### src/sv/wlkp_ram.sv
// Generic single write port, single read port RAM with registered read data.
// No dependencies.
module wlkp_ram #(
	parameter int WIDTH = 8,
	parameter int DEPTH = 16
) (
	input  logic                             clk,
	input  logic                             we,
	input  logic [$clog2(DEPTH)-1:0]         waddr,
	input  logic [WIDTH-1:0]                 wdata,
	input  logic [$clog2(DEPTH)-1:0]         raddr,
	output logic [WIDTH-1:0]                 rdata
);

	logic [WIDTH-1:0] mem_q [DEPTH];

	// Write on enable, register the read
	always_ff @(posedge clk) begin
		if (we) begin
			mem_q[waddr] <= wdata;
		end
		rdata <= mem_q[raddr];
	end

endmodule
### config.mk
export PLATFORM = sky130hd
export DESIGN_NAME = wlkp_ram
export DESIGN_NICKNAME = d
export VERILOG_FILES = /design/src/sv/wlkp_ram.sv
export SDC_FILE = /design/constraint.sdc
export NUM_CORES = 1
export LEC_CHECK = 0
export ABC_CLOCK_PERIOD_IN_PS = 1950
export BUFFER_PORTS_ARGS = -buffer_cell sky130_fd_sc_hd__buf_2
export CAP_MARGIN = 20
export CORE_ASPECT_RATIO = 2
export CORE_MARGIN = 3
export CORE_UTILIZATION = 60
export DETAILED_ROUTE_END_ITERATION = 12
export GPL_TIMING_DRIVEN = 0
export PLACE_DENSITY = 0.86
export SYNTH_ARGS = -nofsm -noshare
export SYNTH_HDL_FRONTEND = slang
export SYNTH_SLANG_ARGS = --single-unit
### constraint.sdc
create_clock -name clk -period 1.95 [get_ports clk]
set_input_delay 0.0975 -clock clk [delete_from_list [all_inputs] [get_ports clk]]
set_output_delay 0.0975 -clock clk [all_outputs]
set_load 0.02 [all_outputs]
==> flow_metrics.py <==
metrics = {
    "critical_path": {
        "end_kind": "register",
        "start_kind": "register",
        "r2r_start": "mem_q[6][0]",
        "required_ns": 2.23,
        "crit_chain": "mux4_1, a22oi_1, nand2_1",
        "rr_endpoint": "rdata[0]",
        "cp_slowest_cell": "mux4_1",
        "r2r.worst_path.cells": 3,
        "crit_start": "mem_q[6][0]",
        "path_class": "reg -> reg",
        "timing.critical_path.arrival_ns": 1.70,
        "r2r_slack_ns": 0.53,
        "endpoint": "rdata[0]",
        "max_stage_delay_ns": 0.57,
        "cp_max_fo": 1,
    },
    "synth": {
        "yosys-mux-area-fraction": 0.1502,
        "synth_warnings": 0,
        "yosys.area_share.xor_xnor": 0,
        "synth_top_family_by_area": "multiplexers",
        "synth-seq-cells": 136,
        "synth_area_per_cell_sq_um": 22.48,
        "synth-simple-area-share": 0.03184,
        "syn_inst": 229,
        "ys_seq_area_frac": 0.7778,
        "synth_compound_area_frac": 0.02333,
        "syn_nets": 247,
        "synth_fa_ha_area_frac": 0,
        "mappedNetlistArea_sq_um": 5147,
        "synthDistinctLibCells": 19,
    },
    "pwr": {
        "max-vdd-ir-drop_mv": 0.8837,
        "p_leak_uw": 0.002006,
        "power_density_nw_per_um2": 1058,
    },
    "clock_tree": {
        "cts.path.max_buffers": 2,
        "root_buffer": "clkbuf_16",
        "path_clk_slew_ns": 0.05,
        "cts_setup_buffers": 0,
        "worstSkewPairLatency_ns": 0.41,
        "cts_tree": "yes",
        "cts.sinks": 136,
        "cts_inserted_buffers": 17,
        "hold_buffers": 0,
        "ctsResizeCount": 0,
        "cts.htree.levels": 4,
    },
    "placed_design": {
        "portBuffers": 24,
        "hpwl_microns": 6545,
        "place.gp.congestion": 0.8206,
    },
    "cells_and_area": {
        "insertedDiodeCount": 0,
        "area_growth_pct": 14.88,
        "multi_input_area_sq_um": 1057,
        "seq_area_sq_um": 4004,
        "final_nets": 294,
        "drive_gt1_frac": 0.2872,
        "fill_cells": 474,
        "final_core_util": 0.7131,
    },
    "floorplanning": {
        "die_y_microns": 137.0,
        "row_count": 47,
        "dieWidth_microns": 71.50,
        "core_region_area_sq_um": 8292,
        "pin_count": 26,
        "start_util": 0.6208,
        "dieArea_sq_um": 9794,
    },
    "drt": {
        "routed_via_density": 6.424,
        "drt_iter0_markers": 260,
        "drt-pass1-iter-count": 4,
        "antenna_left": 0,
        "wl_met3_microns": 667,
        "post_drt_wl_per_cell_microns": 24.81,
        "top_layer": "met4",
        "wirelength_met1_microns": 3279,
        "wl_met2_microns": 5099,
        "vias": 2486,
        "finalWirelength_microns": 9600,
        "drc": 0,
    },
    "global_route": {
        "grt_pass1_vias": 2520,
        "grt_util_all_layers": 0.2234,
        "antenna_found_initial": 0,
        "grt_first_pass_wirelength_microns": 14680,
        "grt.overflow.total": 0,
        "grt_max_degree": 17,
    },
    "sta": {
        "worst-slew-pin-transition_ns": 0.7977,
        "whs_ns": 0.08408,
        "setup-violations-final": 0,
        "finalCritPeriodShare": 0.7290,
        "clock.fmax_mhz": 703.4,
        "clock_skew_ns": 0.006020,
        "maxSlewViolCount": 0,
        "relSlewSlack": 0.4662,
        "rsz0062_at_grt": "false",
        "hold_viol_final": 0,
        "layout_min_cycle_time_ns": 1.422,
    },
    "run": {
        "drv_cap": 0,
    },
    "run_status": {
        "status": "finished, final reports clean",
    },
    "min_path": {
        "hold_class": "in -> reg",
    },
}
-- worst max-delay path, delay by kind of cell, from the launching register on --
| family | cells | cell delay [ns] |
|---|---|---|
| mux | 1 | 0.57 |
| compound gates | 1 | 0.27 |
| flops | 1 | 0.35 |
| simple gates | 1 | 0.10 |
-- flip-flops by register name (all words and copies together), names as in the netlist --
| name | cells |
|---|---|
| rdata | 8 |
| mem_q | 128 |
-- power breakdown --
group | total [uW] | internal (uW) | switching, uW
Combinational | 335 | 132 | 203
Clock | 2630 | 1590 | 1050
Sequential | 3290 | 3270 | 16.2
Total | 6250 | 4990 | 1270
-- cells in the mapped netlist --
master,n,area [sq um]
a22oi_1,16,120.1
and2_1,1,6.260
and2b_1,1,7.510
buf_2,3,15.01
buf_4,1,7.510
buf_6,3,33.78
clkdlybuf4s25_2,3,30.03
dfxtp_1,8,160.2
edfxtp_1,128,3844
mux4_1,14,367.9
mux4_2,18,405.4
nand2_1,9,33.78
nand2b_1,2,12.51
nand3_1,1,5.000
nand3b_1,2,15.01
nor2_1,13,48.80
nor2b_1,1,6.260
nor3_1,4,20.02
or3b_2,1,8.760
-- how the worst min path moves through the flow --
| stage | slack (ns) | to | from | depth (start not counted) |
|---|---|---|---|---|
| finish | 0.08 | mem_q[4][6] | wdata[6] | 1 |
| global route | 0.08 | mem_q[14][4] | wdata[4] | 1 |
| CTS | 0.07 | mem_q[4][6] | wdata[6] | 1 |
| detailed placement | 0.50 | mem_q[4][6] | wdata[6] | 1 |
| global placement | 0.49 | mem_q[2][4] | wdata[4] | 1 |
| floorplan | 0.20 | mem_q[0][0] | wdata[0] | 0 |
-- cell families after synthesis --
kind of cell	after synthesis
and+or+nand+nor	35
AOI/OAI and AO/OA	16
muxes	32
DFF	136
buffers and inverters	10
-- placed cells by master (no fill, tap or decap) --
master / count
clkbuf_16: 17
and2b_1: 1
clkinv_2: 7
nor2b_1: 1
nand2b_1: 2
clkinv_1: 3
clkbuf_1: 3
mux4_2: 18
nor2_1: 13
clkdlybuf4s25_2: 3
edfxtp_1: 128
buf_4: 3
nand3_1: 1
buf_2: 29
mux4_1: 14
buf_6: 3
nand2_1: 9
and2_1: 1
or3b_2: 1
nand3b_1: 2
dfxtp_1: 8
a22oi_1: 16
clkinvlp_4: 2
nor3_1: 4
-- metrics by stage --
step,setup WS [ns],area [sq um],TNS (ns),total power [uW],instances
floorplan,0.3596,5147,0,3533,229
global placement,-0.1739,5390,-1.388,3658,351
detailed placement,0.2005,5415,0,3681,355
CTS,0.5336,5913,0,6287,387
global route,0.5016,5913,0,6469,387
finish,0.5284,5913,0,6254,387
-- final cells by class --
type | instances | area share
Buffer | 10 | 0.01460
Sequential cell | 136 | 0.6771
Multi-Input combinational cell | 83 | 0.1788
Clock inverter | 12 | 0.01037
Tap cell | 98 | 0.02074
Clock buffer | 20 | 0.07385
Timing Repair Buffer | 28 | 0.02455
-- routing by layer --
metal,global-route usage,up-vias
met5,0,-
met4,0.1412,0
met3,0.06471,27
met2,0.3612,143
met1,0.2588,1244
li1,-,1072
Power figures use the tool's default switching activity.
